### src/sft_pkg.sv
// Shared types, constants and coefficient ROM for the stereo FIR tone selector.
package sft_pkg;

    localparam int SAMPLE_BITS = 16;
    localparam int COEF_BITS   = 16;
    localparam int TAPS        = 81;
    localparam int HIST_DEPTH  = TAPS - 1;
    localparam int FILTER_SETS = 3;
    localparam int MODE_W      = 3;
    localparam int ACC_W       = 32;
    localparam int SET_W       = $clog2(FILTER_SETS);
    localparam int K_W         = $clog2(TAPS);

    localparam logic [MODE_W-1:0] MODE_PASS = 3'd0;

    typedef enum logic [1:0] {
        OP_PASS,
        OP_FILT,
        OP_MUTE
    } t_op;

    typedef enum logic [1:0] {
        ST_IDLE,
        ST_MAC,
        ST_FLUSH,
        ST_DONE
    } t_state;

    typedef struct packed {
        logic signed [SAMPLE_BITS-1:0] left;
        logic signed [SAMPLE_BITS-1:0] right;
        t_op                           op;
        logic [SET_W-1:0]              set;
    } t_item;

    localparam logic signed [COEF_BITS-1:0] COEF_ROM [FILTER_SETS][TAPS] = '{
        '{ 0, 3, 6, 9, 11, 13, 13, 12, 9, 4,
           -2, -10, -19, -28, -36, -42, -46, -45, -38, -23,
           0, 33, 78, 134, 202, 282, 373, 475, 585, 702,
           823, 946, 1068, 1185, 1294, 1392, 1477, 1546, 1597, 1628,
           1638,
           1628, 1597, 1546, 1477, 1392, 1294, 1185, 1068, 946, 823,
           702, 585, 475, 373, 282, 202, 134, 78, 33, 0,
           -23, -38, -45, -46, -42, -36, -28, -19, -10, -2,
           4, 9, 12, 13, 13, 11, 9, 6, 3, 0 },
        '{ 0, 10, 13, 5, -11, -26, -29, -21, -9, -1,
           0, 3, 19, 49, 80, 85, 46, -25, -84, -82,
           0, 117, 173, 74, -202, -563, -834, -851, -585, -199,
           0, -269, -1068, -2125, -2893, -2785, -1477, 862, 3571, 5730,
           6554,
           5730, 3571, 862, -1477, -2785, -2893, -2125, -1068, -269, 0,
           -199, -585, -851, -834, -563, -202, 74, 173, 117, 0,
           -82, -84, -25, 46, 85, 80, 49, 19, 3, 0,
           -1, -9, -21, -29, -26, -11, 5, 13, 10, 0 },
        '{ 0, -13, -19, -14, 0, 13, 16, 9, 0, -3,
           2, 7, 0, -22, -44, -42, 0, 69, 122, 105,
           0, -150, -251, -208, 0, 282, 461, 377, 0, -503,
           -823, -677, 0, 940, 1599, 1392, 0, -2408, -5168, -7358,
           24576,
           -7358, -5168, -2408, 0, 1392, 1599, 940, 0, -677, -823,
           -503, 0, 377, 461, 282, 0, -208, -251, -150, 0,
           105, 122, 69, 0, -42, -44, -22, 0, 7, 2,
           -3, 0, 9, 16, 13, 0, -14, -19, -13, 0 }
    };

endpackage

### src/sft_front.sv
// Front end: mode register, input beat capture and classification.
module sft_front (
    input  logic                                   i_clk,
    input  logic                                   i_rst_n,
    input  logic                                   i_valid,
    output logic                                   o_stall,
    input  logic signed [sft_pkg::SAMPLE_BITS-1:0] i_left_sample,
    input  logic signed [sft_pkg::SAMPLE_BITS-1:0] i_right_sample,
    input  logic                                   i_cfg_we,
    input  logic [sft_pkg::MODE_W-1:0]             i_cfg_data,
    output logic                                   o_push,
    output sft_pkg::t_item                         o_item,
    input  logic                                   i_q_ready
);
    import sft_pkg::*;

    logic [MODE_W-1:0] r_mode;
    logic              r_vld;
    logic              n_vld;
    t_item             r_item;
    t_item             n_item;
    logic              accept;

    assign o_stall = r_vld && !i_q_ready;
    assign accept  = i_valid && !o_stall;
    assign o_push  = r_vld;
    assign o_item  = r_item;

    always_comb begin
        n_item       = r_item;
        n_item.left  = i_left_sample;
        n_item.right = i_right_sample;
        n_item.set   = '0;
        if (r_mode == MODE_PASS) begin
            n_item.op = OP_PASS;
        end else if (r_mode <= MODE_W'(FILTER_SETS)) begin
            n_item.op  = OP_FILT;
            n_item.set = SET_W'(r_mode - 1'b1);
        end else begin
            n_item.op = OP_MUTE;
        end
    end

    always_comb begin
        if (accept) begin
            n_vld = 1'b1;
        end else if (i_q_ready) begin
            n_vld = 1'b0;
        end else begin
            n_vld = r_vld;
        end
    end

    always_ff @(posedge i_clk) begin
        if (!i_rst_n) begin
            r_mode <= MODE_PASS;
            r_vld  <= 1'b0;
        end else begin
            if (i_cfg_we) begin
                r_mode <= i_cfg_data;
            end
            r_vld <= n_vld;
        end
    end

    always_ff @(posedge i_clk) begin
        if (accept) begin
            r_item <= n_item;
        end
    end

endmodule

### src/sft_queue.sv
// Short item queue between the front end and the filter engine.
module sft_queue #(
    parameter int DEPTH = 4
) (
    input  logic           i_clk,
    input  logic           i_rst_n,
    input  logic           i_push,
    input  sft_pkg::t_item i_item,
    output logic           o_ready,
    output logic           o_vld,
    output sft_pkg::t_item o_item,
    input  logic           i_pop
);
    import sft_pkg::*;

    localparam int PTR_W = $clog2(DEPTH);
    localparam int CNT_W = $clog2(DEPTH + 1);

    t_item            r_mem [DEPTH];
    logic [PTR_W-1:0] r_wp;
    logic [PTR_W-1:0] r_rp;
    logic [CNT_W-1:0] r_cnt;
    logic             push_ok;
    logic             pop_ok;

    assign o_ready = r_cnt != CNT_W'(DEPTH);
    assign o_vld   = r_cnt != '0;
    assign o_item  = r_mem[r_rp];
    assign push_ok = i_push && o_ready;
    assign pop_ok  = i_pop && o_vld;

    always_ff @(posedge i_clk) begin
        if (!i_rst_n) begin
            r_wp  <= '0;
            r_rp  <= '0;
            r_cnt <= '0;
        end else begin
            if (push_ok) begin
                r_wp <= (r_wp == PTR_W'(DEPTH - 1)) ? '0 : r_wp + 1'b1;
            end
            if (pop_ok) begin
                r_rp <= (r_rp == PTR_W'(DEPTH - 1)) ? '0 : r_rp + 1'b1;
            end
            if (push_ok && !pop_ok) begin
                r_cnt <= r_cnt + 1'b1;
            end else if (pop_ok && !push_ok) begin
                r_cnt <= r_cnt - 1'b1;
            end
        end
    end

    always_ff @(posedge i_clk) begin
        if (push_ok) begin
            r_mem[r_wp] <= i_item;
        end
    end

endmodule

### src/sft_back.sv
// Filter engine: sample history memories, pipelined MAC and output register.
module sft_back (
    input  logic                                   i_clk,
    input  logic                                   i_rst_n,
    input  logic                                   i_q_vld,
    input  sft_pkg::t_item                         i_q_item,
    output logic                                   o_pop,
    output logic                                   o_valid,
    input  logic                                   i_stall,
    output logic signed [sft_pkg::SAMPLE_BITS-1:0] o_left_out,
    output logic signed [sft_pkg::SAMPLE_BITS-1:0] o_right_out
);
    import sft_pkg::*;

    localparam int HIST_W = $clog2(HIST_DEPTH);
    localparam int CNT_W  = $clog2(HIST_DEPTH + 1);
    localparam int CMP_W  = (K_W > CNT_W) ? K_W : CNT_W;
    localparam int PROD_W = SAMPLE_BITS + COEF_BITS;
    localparam int FRAC   = COEF_BITS - 1;
    localparam int Q_W    = PROD_W + 1 - FRAC;
    localparam int BIAS   = (1 << FRAC) - 1;
    localparam logic [ACC_W-1:0] ACC_MAX = {1'b0, {(ACC_W-1){1'b1}}};
    localparam logic [ACC_W-1:0] ACC_MIN = {1'b1, {(ACC_W-1){1'b0}}};

    function automatic logic signed [Q_W-1:0] trunc_q(input logic signed [PROD_W-1:0] p);
        logic signed [PROD_W:0] t;
        t = {p[PROD_W-1], p} + (p[PROD_W-1] ? (PROD_W+1)'(BIAS) : (PROD_W+1)'(0));
        return t[PROD_W:FRAC];
    endfunction

    function automatic logic signed [ACC_W-1:0] sat_add(input logic signed [ACC_W-1:0] a,
                                                        input logic signed [Q_W-1:0] q);
        logic [ACC_W:0] s;
        s = {a[ACC_W-1], a} + {{(ACC_W+1-Q_W){q[Q_W-1]}}, q};
        if (s[ACC_W] != s[ACC_W-1]) begin
            return s[ACC_W] ? ACC_MIN : ACC_MAX;
        end
        return s[ACC_W-1:0];
    endfunction

    logic signed [SAMPLE_BITS-1:0] l_mem [HIST_DEPTH];
    logic signed [SAMPLE_BITS-1:0] r_mem [HIST_DEPTH];

    t_state                  r_state;
    t_state                  n_state;
    t_item                   r_cur;
    logic [HIST_W-1:0]       r_wp;
    logic [CNT_W-1:0]        r_cnt;
    logic [K_W-1:0]          r_k;
    logic [HIST_W-1:0]       r_raddr;
    logic signed [SAMPLE_BITS-1:0] r_lrd;
    logic signed [SAMPLE_BITS-1:0] r_rrd;
    logic                    r_p1_vld;
    logic [K_W-1:0]          r_p1_k;
    logic                    r_p1_cur;
    logic                    r_p1_live;
    logic                    r_p2_vld;
    logic signed [PROD_W-1:0] r_lprod;
    logic signed [PROD_W-1:0] r_rprod;
    logic signed [ACC_W-1:0] r_lacc;
    logic signed [ACC_W-1:0] r_racc;
    logic                    r_ovld;
    logic signed [SAMPLE_BITS-1:0] r_lout;
    logic signed [SAMPLE_BITS-1:0] r_rout;

    logic                    pop;
    logic                    issue;
    logic                    fin;
    logic                    out_free;
    logic                    live;
    logic signed [SAMPLE_BITS-1:0] x_l;
    logic signed [SAMPLE_BITS-1:0] x_r;
    logic signed [COEF_BITS-1:0]   coef;
    logic signed [SAMPLE_BITS-1:0] cur_l;
    logic signed [SAMPLE_BITS-1:0] cur_r;
    logic signed [SAMPLE_BITS-1:0] n_lout;
    logic signed [SAMPLE_BITS-1:0] n_rout;
    logic [HIST_W-1:0]       wp_prev;

    assign out_free = !r_ovld || !i_stall;
    assign o_pop    = pop;
    assign o_valid  = r_ovld;
    assign o_left_out  = r_lout;
    assign o_right_out = r_rout;

    always_comb begin
        n_state = r_state;
        case (r_state)
            ST_IDLE: begin
                if (i_q_vld) begin
                    n_state = (i_q_item.op == OP_FILT) ? ST_MAC : ST_DONE;
                end
            end
            ST_MAC: begin
                if (r_k == K_W'(TAPS - 1)) begin
                    n_state = ST_FLUSH;
                end
            end
            ST_FLUSH: begin
                if (!r_p1_vld && !r_p2_vld) begin
                    n_state = ST_DONE;
                end
            end
            ST_DONE: begin
                if (out_free) begin
                    n_state = ST_IDLE;
                end
            end
            default: n_state = ST_IDLE;
        endcase
    end

    always_comb begin
        pop   = 1'b0;
        issue = 1'b0;
        fin   = 1'b0;
        case (r_state)
            ST_IDLE:  pop   = i_q_vld;
            ST_MAC:   issue = 1'b1;
            ST_FLUSH: ;
            ST_DONE:  fin   = out_free;
            default: ;
        endcase
    end

    assign wp_prev = (r_wp == '0) ? HIST_W'(HIST_DEPTH - 1) : r_wp - 1'b1;
    assign live    = (r_k != '0) && (CMP_W'(r_k) <= CMP_W'(r_cnt));
    assign cur_l   = r_cur.left;
    assign cur_r   = r_cur.right;
    assign x_l     = r_p1_cur ? cur_l : (r_p1_live ? r_lrd : '0);
    assign x_r     = r_p1_cur ? cur_r : (r_p1_live ? r_rrd : '0);
    assign coef    = COEF_ROM[r_cur.set][r_p1_k];

    always_comb begin
        case (r_cur.op)
            OP_PASS: begin
                n_lout = cur_l;
                n_rout = cur_r;
            end
            OP_FILT: begin
                n_lout = r_lacc[SAMPLE_BITS-1:0];
                n_rout = r_racc[SAMPLE_BITS-1:0];
            end
            default: begin
                n_lout = '0;
                n_rout = '0;
            end
        endcase
    end

    always_ff @(posedge i_clk) begin
        if (!i_rst_n) begin
            r_state  <= ST_IDLE;
            r_wp     <= '0;
            r_cnt    <= '0;
            r_p1_vld <= 1'b0;
            r_p2_vld <= 1'b0;
            r_ovld   <= 1'b0;
        end else begin
            r_state  <= n_state;
            r_p1_vld <= issue;
            r_p2_vld <= r_p1_vld;
            if (fin) begin
                r_wp <= (r_wp == HIST_W'(HIST_DEPTH - 1)) ? '0 : r_wp + 1'b1;
                if (r_cnt != CNT_W'(HIST_DEPTH)) begin
                    r_cnt <= r_cnt + 1'b1;
                end
            end
            if (fin) begin
                r_ovld <= 1'b1;
            end else if (!i_stall) begin
                r_ovld <= 1'b0;
            end
        end
    end

    always_ff @(posedge i_clk) begin
        if (pop) begin
            r_cur   <= i_q_item;
            r_k     <= '0;
            r_raddr <= wp_prev;
        end else if (issue) begin
            r_k <= K_W'(r_k + 1'b1);
            if (r_k != '0) begin
                r_raddr <= (r_raddr == '0) ? HIST_W'(HIST_DEPTH - 1) : r_raddr - 1'b1;
            end
        end
        r_p1_k    <= r_k;
        r_p1_cur  <= (r_k == '0);
        r_p1_live <= live;
        r_lprod   <= PROD_W'(x_l) * PROD_W'(coef);
        r_rprod   <= PROD_W'(x_r) * PROD_W'(coef);
        if (pop) begin
            r_lacc <= '0;
            r_racc <= '0;
        end else if (r_p2_vld) begin
            r_lacc <= sat_add(r_lacc, trunc_q(r_lprod));
            r_racc <= sat_add(r_racc, trunc_q(r_rprod));
        end
        if (fin) begin
            r_lout <= n_lout;
            r_rout <= n_rout;
        end
    end

    always_ff @(posedge i_clk) begin
        r_lrd <= l_mem[r_raddr];
        r_rrd <= r_mem[r_raddr];
        if (fin) begin
            l_mem[r_wp] <= cur_l;
            r_mem[r_wp] <= cur_r;
        end
    end

endmodule

### src/stereo_fir_tone_selector.sv
// Top level of the stereo FIR tone selector.
// Pass-through and mute beats pass from the front-end register through the queue to the
// engine's output register; filtered beats first run the MAC pipeline (history read,
// product, accumulate). The engine takes one queued pair at a time: a filtered pair gets
// one MAC pass per tap over both history memories; pass and mute pairs skip the MAC.
// Reset clears the mode to pass-through, empties the queue and zeroes the history fill.
module stereo_fir_tone_selector #(
    parameter int QUEUE_DEPTH = 4
) (
    input  logic                                   i_clk,
    input  logic                                   i_rst_n,
    input  logic                                   i_in_valid,
    output logic                                   o_in_stall,
    input  logic signed [sft_pkg::SAMPLE_BITS-1:0] i_left_sample,
    input  logic signed [sft_pkg::SAMPLE_BITS-1:0] i_right_sample,
    output logic                                   o_out_valid,
    input  logic                                   i_out_stall,
    output logic signed [sft_pkg::SAMPLE_BITS-1:0] o_left_out,
    output logic signed [sft_pkg::SAMPLE_BITS-1:0] o_right_out,
    input  logic                                   i_cfg_we,
    input  logic [sft_pkg::MODE_W-1:0]             i_cfg_data
);
    import sft_pkg::*;

    logic  f_push;
    t_item f_item;
    logic  q_ready;
    logic  q_vld;
    t_item q_item;
    logic  b_pop;

    sft_front u_front (
        .i_clk          (i_clk),
        .i_rst_n        (i_rst_n),
        .i_valid        (i_in_valid),
        .o_stall        (o_in_stall),
        .i_left_sample  (i_left_sample),
        .i_right_sample (i_right_sample),
        .i_cfg_we       (i_cfg_we),
        .i_cfg_data     (i_cfg_data),
        .o_push         (f_push),
        .o_item         (f_item),
        .i_q_ready      (q_ready)
    );

    sft_queue #(
        .DEPTH (QUEUE_DEPTH)
    ) u_queue (
        .i_clk   (i_clk),
        .i_rst_n (i_rst_n),
        .i_push  (f_push),
        .i_item  (f_item),
        .o_ready (q_ready),
        .o_vld   (q_vld),
        .o_item  (q_item),
        .i_pop   (b_pop)
    );

    sft_back u_back (
        .i_clk       (i_clk),
        .i_rst_n     (i_rst_n),
        .i_q_vld     (q_vld),
        .i_q_item    (q_item),
        .o_pop       (b_pop),
        .o_valid     (o_out_valid),
        .i_stall     (i_out_stall),
        .o_left_out  (o_left_out),
        .o_right_out (o_right_out)
    );

endmodule

### config.mk
export PLATFORM = sky130hd
export DESIGN_NAME = stereo_fir_tone_selector
export DESIGN_NICKNAME = d
export VERILOG_FILES = /design/src/sft_pkg.sv /design/src/sft_front.sv /design/src/sft_queue.sv /design/src/sft_back.sv /design/src/stereo_fir_tone_selector.sv
export SDC_FILE = /design/constraint.sdc
export NUM_CORES = 2
export LEC_CHECK = 0
export BUFFER_PORTS_ARGS = -buffer_cell sky130_fd_sc_hd__buf_2
export CAP_MARGIN = 20
export CORE_ASPECT_RATIO = 1.2
export CORE_UTILIZATION = 49
export CTS_CLUSTER_DIAMETER = 40
export DETAILED_ROUTE_END_ITERATION = 8
export GPL_TIMING_DRIVEN = 0
export PLACE_DENSITY = 0.62
export REMOVE_ABC_BUFFERS = 1
export SLEW_MARGIN = 25
export SYNTH_ARGS = -nofsm -noshare
export SYNTH_HDL_FRONTEND = slang
export SYNTH_SLANG_ARGS = --single-unit
### constraint.sdc
create_clock -name i_clk -period 10.2 [get_ports i_clk]
set_input_delay 1.02 -clock i_clk [delete_from_list [all_inputs] [get_ports i_clk]]
set_output_delay 1.02 -clock i_clk [all_outputs]
set_load 0.02 [all_outputs]
---- Word-level counts from Yosys, hierarchy flattened ----
Memory sizes are Yosys's and may differ from the RTL's. A register that Yosys moved wholly into a read port is not among the register bits.
Cells that the tools add are included.
storage, ports and cells
  register bits ........................... 285
  latch bits .............................. 0
  memory bits (writable) .................. 2704
  ROM bits ................................ 0
  bits of input ports ..................... 40
  memories ................................ 3
operators by class
  add/subtract/negate cells ............... 14
  multipliers ............................. 2
  divide/modulo/power cells ............... 0
  order comparisons ....................... 4
  equal/unequal tests ..................... 18
  shift-type cells ........................ 0
  muxes and demuxes ....................... 56
  bitwise logic cells ..................... 3
  reductions and logical operators ........ 33
memory list
  memory         words  width  rd ports  clocked after Yosys merged registers in  write ports  line             RTL
  u_back.l_mem   80     16     1         1                                        1            sft_back.sv:41   logic signed [SAMPLE_BITS-1:0] l_mem [HIST_DEPTH];
  u_back.r_mem   80     16     1         1                                        1            sft_back.sv:42   logic signed [SAMPLE_BITS-1:0] r_mem [HIST_DEPTH];
  u_queue.r_mem  4      36     1         1                                        1            sft_queue.sv:19  t_item r_mem [DEPTH];
operators with widths
  kind                 count
  $bmux 1296 s2        1
  $mux 1296            2
  $mux 32              6
  $bmux 16 s7          1
  $mux 16              6
  $add 32x16->33       2
  $add 32x18->33       2
  $mul 16x16->32       2
  $pmux 16 s2          2
  $mux 7               6
  $mux 15              2
  $add 7x1->7 const B  3
  $logic_not 7->1      3
  $mux 2               10
  $mux 1               17
  $eq 7x7->1 const B   2
  $sub 7x1->7 const B  2
  $ne 2x1->1 const B   5
  $eq 2x2->1 const B   4
  $ge 8x8->1 const B   1
  $logic_and 1x1->1    8
  $logic_not 1->1      8
  $not 7->8            1
  $pmux 2 s4           1
  23 further kinds     33

---- Depth between registers and ports, before layout ----
  word-level depth ........................ 8
  mapped depth ............................ 41
  gate-level depth less buffers ........... 37

---- Hierarchy ----
A second synthesis with hierarchy kept.
unflattened totals
  cell total of the unflattened synthesis .. 8356
  area, all modules ....................... 141196.7 µm²
modules (own cells, without submodules)
  module     instances  cells an instance  area an instance (µm²)  seq. area each (µm²)
  sft_back   1          8058               134206.2                83029.6
  sft_queue  1          239                5681.7                  4504.3
  sft_front  1          59                 1308.8                  1161.1

---- Least setup slack after synthesis ----
No wires, ideal clock.
  path type ............................... register to register
  start ................................... reg u_back.r_cur[1] (netlist bit)
  end ..................................... reg u_back.r_rprod[31]
  setup time .............................. 120 ps
  arrival ................................. 8404 ps
  required time ........................... 10080 ps
  setup slack ............................. 1676 ps
  stages on the path, launching flop included .. 37
  path buffers ............................ 3
  period minus slack after synthesis ...... 8524 ps
  cells stage by stage .................... edfxtp_1 clkbuf_1 inv_1 ha_1 buf_2 nor2b_1 nand2b_1 nor2_1 nor3_1 a31oi_1 a211o_1 a311oi_1 nor2_1 nor2_2 buf_2 nand2_1 fa_1 inv_1 fa_1 fa_1 fa_1 fa_1 inv_1 fa_1 inv_1 ha_1 a21o_1 a21o_1 a21oi_1 o21ai_0 and3_1 a221o_1 nor4_1 a2111oi_0 a2111oi_2 a21oi_1 xnor2_1
between the ends
  word-level cells in the longest chain between the ends .. 8
RTL lines
  element                                       line             RTL
  from (decl)                                   sft_back.sv:46   t_item r_cur;
  from (signal assigned)                        sft_back.sv:179  r_cur <= i_q_item;
  $not 2->3 (implied by the code)               sft_back.sv:132  assign coef = COEF_ROM[r_cur.set][r_p1_k];
  $bmux 1296 s2                                 sft_back.sv:132
  $mux 1296 (implied by the code) (2 in a row)  sft_back.sv:132
  $bmux 16 s7                                   sft_back.sv:132
  $mux 16 (implied by the code) (2 in a row)    sft_back.sv:132
  $mul 16x16->32                                sft_back.sv:192  r_rprod <= PROD_W'(x_r) * PROD_W'(coef);
  to (signal assigned)                          sft_back.sv:192
  to (decl)                                     sft_back.sv:59   logic signed [PROD_W-1:0] r_rprod;
No other way between the ends. The select of a mux whose other input is x is not followed.
A chain may end at the register's enable or synchronous reset.

---- Final worst setup path ----
Same ends and word-level chain as after synthesis.

==> results_dict.tcl <==
set metrics [dict create \
    cpMaxStageDelayCell "ha_1" \
    cts.clk_slew.worst_paths_ns 0.06 \
    critPathArrivalTime_ns 10.50 \
    via_per_inst 6.08 \
    max_cap_violations 0 \
    status "completed" \
    slew-limit-headroom 0.213 \
    syn_avg_cell_area_um2 17.0 \
    die_w_um 490 \
    grt-ovfl-total 0 \
    gp_congestion 0.893 \
    crit_required_ns 10.96 \
    setup_ws_ns 0.460 \
    final_cells 13000 \
    nets 9719 \
    cts-root-buf "clkbuf_16" \
    grt_usage 0.269 \
    num_rows 214 \
    power_density_nw_per_um2 355 \
    syn_inst 8229 \
    power_uw 59900 \
    cts_tree "built" \
    ys_seq_elements 3023 \
    async_reset_ff_frac 0 \
    dp_cells 12300 \
    clk_latency_ns 0.91 \
    grt_max_degree 64 \
    finalMaxSlewViolations 0 \
    startpoint_type "flop" \
    portBuffers 73 \
    start_util 0.494 \
    drc 0 \
    critPathKind "reg -> reg" \
    drive_above_1_share 0.255 \
    leakage_uw 0.0596 \
    area_growth_pct 20.4 \
    grt_pass1_wl_mm 562 \
    finalSetupViolations 0 \
    rsz0062_at_grt "no" \
    hold_violations 0 \
    grt_pass1_vias 81600 \
    dieArea_um2 288000 \
    ctsHoldBuffers 0 \
    synth_edf_count 2815 \
    ys.flop_type "edfxtp_1" \
    cts_max_level 5 \
    antenna_found_initial 24 \
    fp.coreArea_um2 284000 \
    fin_crit_ns 9.74 \
    dpl.hpwl_mm 276 \
    tightest_slew_ns 1.17 \
    yosys_warnings 0 \
    worstPathMaxFanout 15 \
    ys_seq_area_frac 0.633 \
    syn-cell-area_um2 140000 \
    ctsLongestPathBuffers 4 \
    critPathMostFrequentCell "fa_1" \
    max-vdd-ir-drop_mv 0.361 \
    die_y_um 588 \
    fmaxAchievable_mhz 103 \
    route.antenna.remaining_nets 0 \
    io_pins 74 \
    wirelength_mm 387 \
    min_period_over_period 0.955 \
    hold_path_class "in -> reg" \
    cts_num_sinks 3023 \
    dp_worst_setup_slack_ns -1.05 \
    drtIter0Drc 8277 \
    skew_ns 0.0804 \
    route.vias.total 78900 \
    first_pass_iters 6 \
    cpPeakStageDelay_ns 0.67 \
    wl_per_cell_um 29.8 \
    timing.hold.ws_ns 0.295 \
    cts_buffers 383 \
    ys_types 95 \
    crit_path_end_kind "flop" \
]
-- routing by layer --
metal  vias up  share of wire  GRT usage
met1     41800           0.38      0.344
met4        16          0.047      0.115
met5         -        0.00028          0
met2      3439           0.51      0.457
li1      32900              -          -
met3       765          0.069     0.0415
-- power by group --
| part | leakage, uW | switching (uW) | internal (uW) |
|---|---|---|---|
| logic | 0.0261 | 16900 | 12400 |
| clock network | 0.00640 | 5380 | 8630 |
| registers | 0.0271 | 759 | 15800 |
| total | 0.0596 | 23100 | 36800 |
-- Yosys cell counts (25+ instances only) --
master    count  share of area
edfxtp_1   2815           0.60
nor2_1      557          0.015
nor2b_1      50         0.0022
buf_2       113         0.0040
fa_1        523          0.075
a211oi_1     49         0.0026
inv_1       644          0.017
nor3_1       55         0.0020
buf_1        39         0.0010
ha_1        286          0.026
nand2_1     369         0.0099
nand3_1      52         0.0019
a31oi_1      59         0.0026
dfxtp_1     208          0.030
a22o_1       31         0.0019
mux2_2       28         0.0023
and2_1       39         0.0017
a21oi_1     215         0.0077
a22oi_1      35         0.0019
xnor2_1     121         0.0076
xor2_1       58         0.0036
a21o_1       62         0.0033
o21ai_0     211         0.0075
mux2i_1      92         0.0066
mux4_2      821           0.13
o21a_1       30         0.0016
o211ai_1     25         0.0013
clkbuf_1    218         0.0058
nand2b_1     77         0.0034
-- layout make-up --
class | instances | area, um^2
fillers | 20600 | 115000
flip-flops and latches | 3023 | 88700
multi-input cells | 4170 | 48300
repair buffers | 644 | 11000
clock buffers | 445 | 10100
well taps | 3780 | 4730
clock inverters | 255 | 3290
inverters | 648 | 2450
diodes | 10 | 25.0
-- per-stage QoR --
stage / utilization / TNS [ns] / cell area (um^2)
floorplan: - / -636.30 / 138000
global placement: 0.506 / -2409.98 / 144000
detailed placement: 0.546 / -8.77 / 155000
CTS: 0.593 / 0 / 168000
global route: 0.594 / 0 / 169000
finish: 0.594 / 0 / 169000
-- sequential cells by signal, indices dropped and copies added (netlist names), 32 cells and up, named ones only --
| register | flops |
|---|---|
| u_back.l_mem | 1280 |
| u_back.r_mem | 1280 |
| u_queue.r_mem | 144 |
| u_front.o_item | 36 |
| u_back.r_lacc | 32 |
| u_back.r_lprod | 32 |
| u_back.r_racc | 32 |
| u_back.r_rprod | 32 |
-- final timing paths --
check	cells past startpoint	endpoint	slack, ns	start
worst max-delay path	33	u_back.r_rprod[31]	0.46	u_back.r_cur[1]
worst min-delay path	1	u_front.o_item[23]	0.29	i_left_sample[3]
worst max register to register	33	u_back.r_rprod[31]	0.46	u_back.r_cur[1]
worst min register to register	0	u_back.r_p1_k[5]	0.40	u_back.r_k[5]
-- repair_timing --
action | 4_1_cts | 5_1_grt
cloned | 1 | 0
setup buffers | 5 | 8
pin swaps | 1 | 1
setup endpoints to repair | 19 | 10
gates resized for setup | 7 | 24
-- worst max-delay path: cells and delay by family, from the launching register on --
| kind | cells | cell delay, ns |
|---|---|---|
| DFF | 1 | 0.43 |
| buffers and inverters | 5 | 0.48 |
| xor gates and xnor gates | 1 | 0.14 |
| AOI/OAI and AO/OA | 12 | 2.89 |
| and+or+nand+nor | 7 | 1.60 |
| adders and majority gates | 8 | 4.08 |
-- cell usage in the layout (no fill, tap or decap), types with 50 or more instances in the layout --
master	instances
buf_16	161
bufinv_16	58
dfxtp_1	197
ha_1	283
o21ai_0	207
a21oi_1	210
nand3_1	50
mux4_2	821
nand2_1	361
a21o_1	62
xnor2_1	121
nor2_1	467
fa_1	523
inv_1	641
buf_8	284
nor2_4	88
buf_12	73
clkbuf_16	391
edfxtp_1	2815
nand2b_1	75
buf_2	78
mux2i_1	92
xor2_1	58
nor3_1	55
a31oi_1	58
-- logic make-up (layout without fill, tap and decap cells) --
| family | Yosys count | count (layout) | share of synthesized area |
|---|---|---|---|
| DFF | 3023 | 3023 | 0.633 |
| other | 0 | 10 | 0 |
| and+or+nand+nor | 1316 | 1317 | 0.0416 |
| adders and majority gates | 822 | 822 | 0.101 |
| AOI/OAI and AO/OA | 909 | 909 | 0.0423 |
| muxes | 941 | 941 | 0.141 |
| buffers and inverters | 1037 | 1992 | 0.0293 |
| xor gates and xnor gates | 181 | 181 | 0.0114 |
Power figures use the tool's default switching activity.
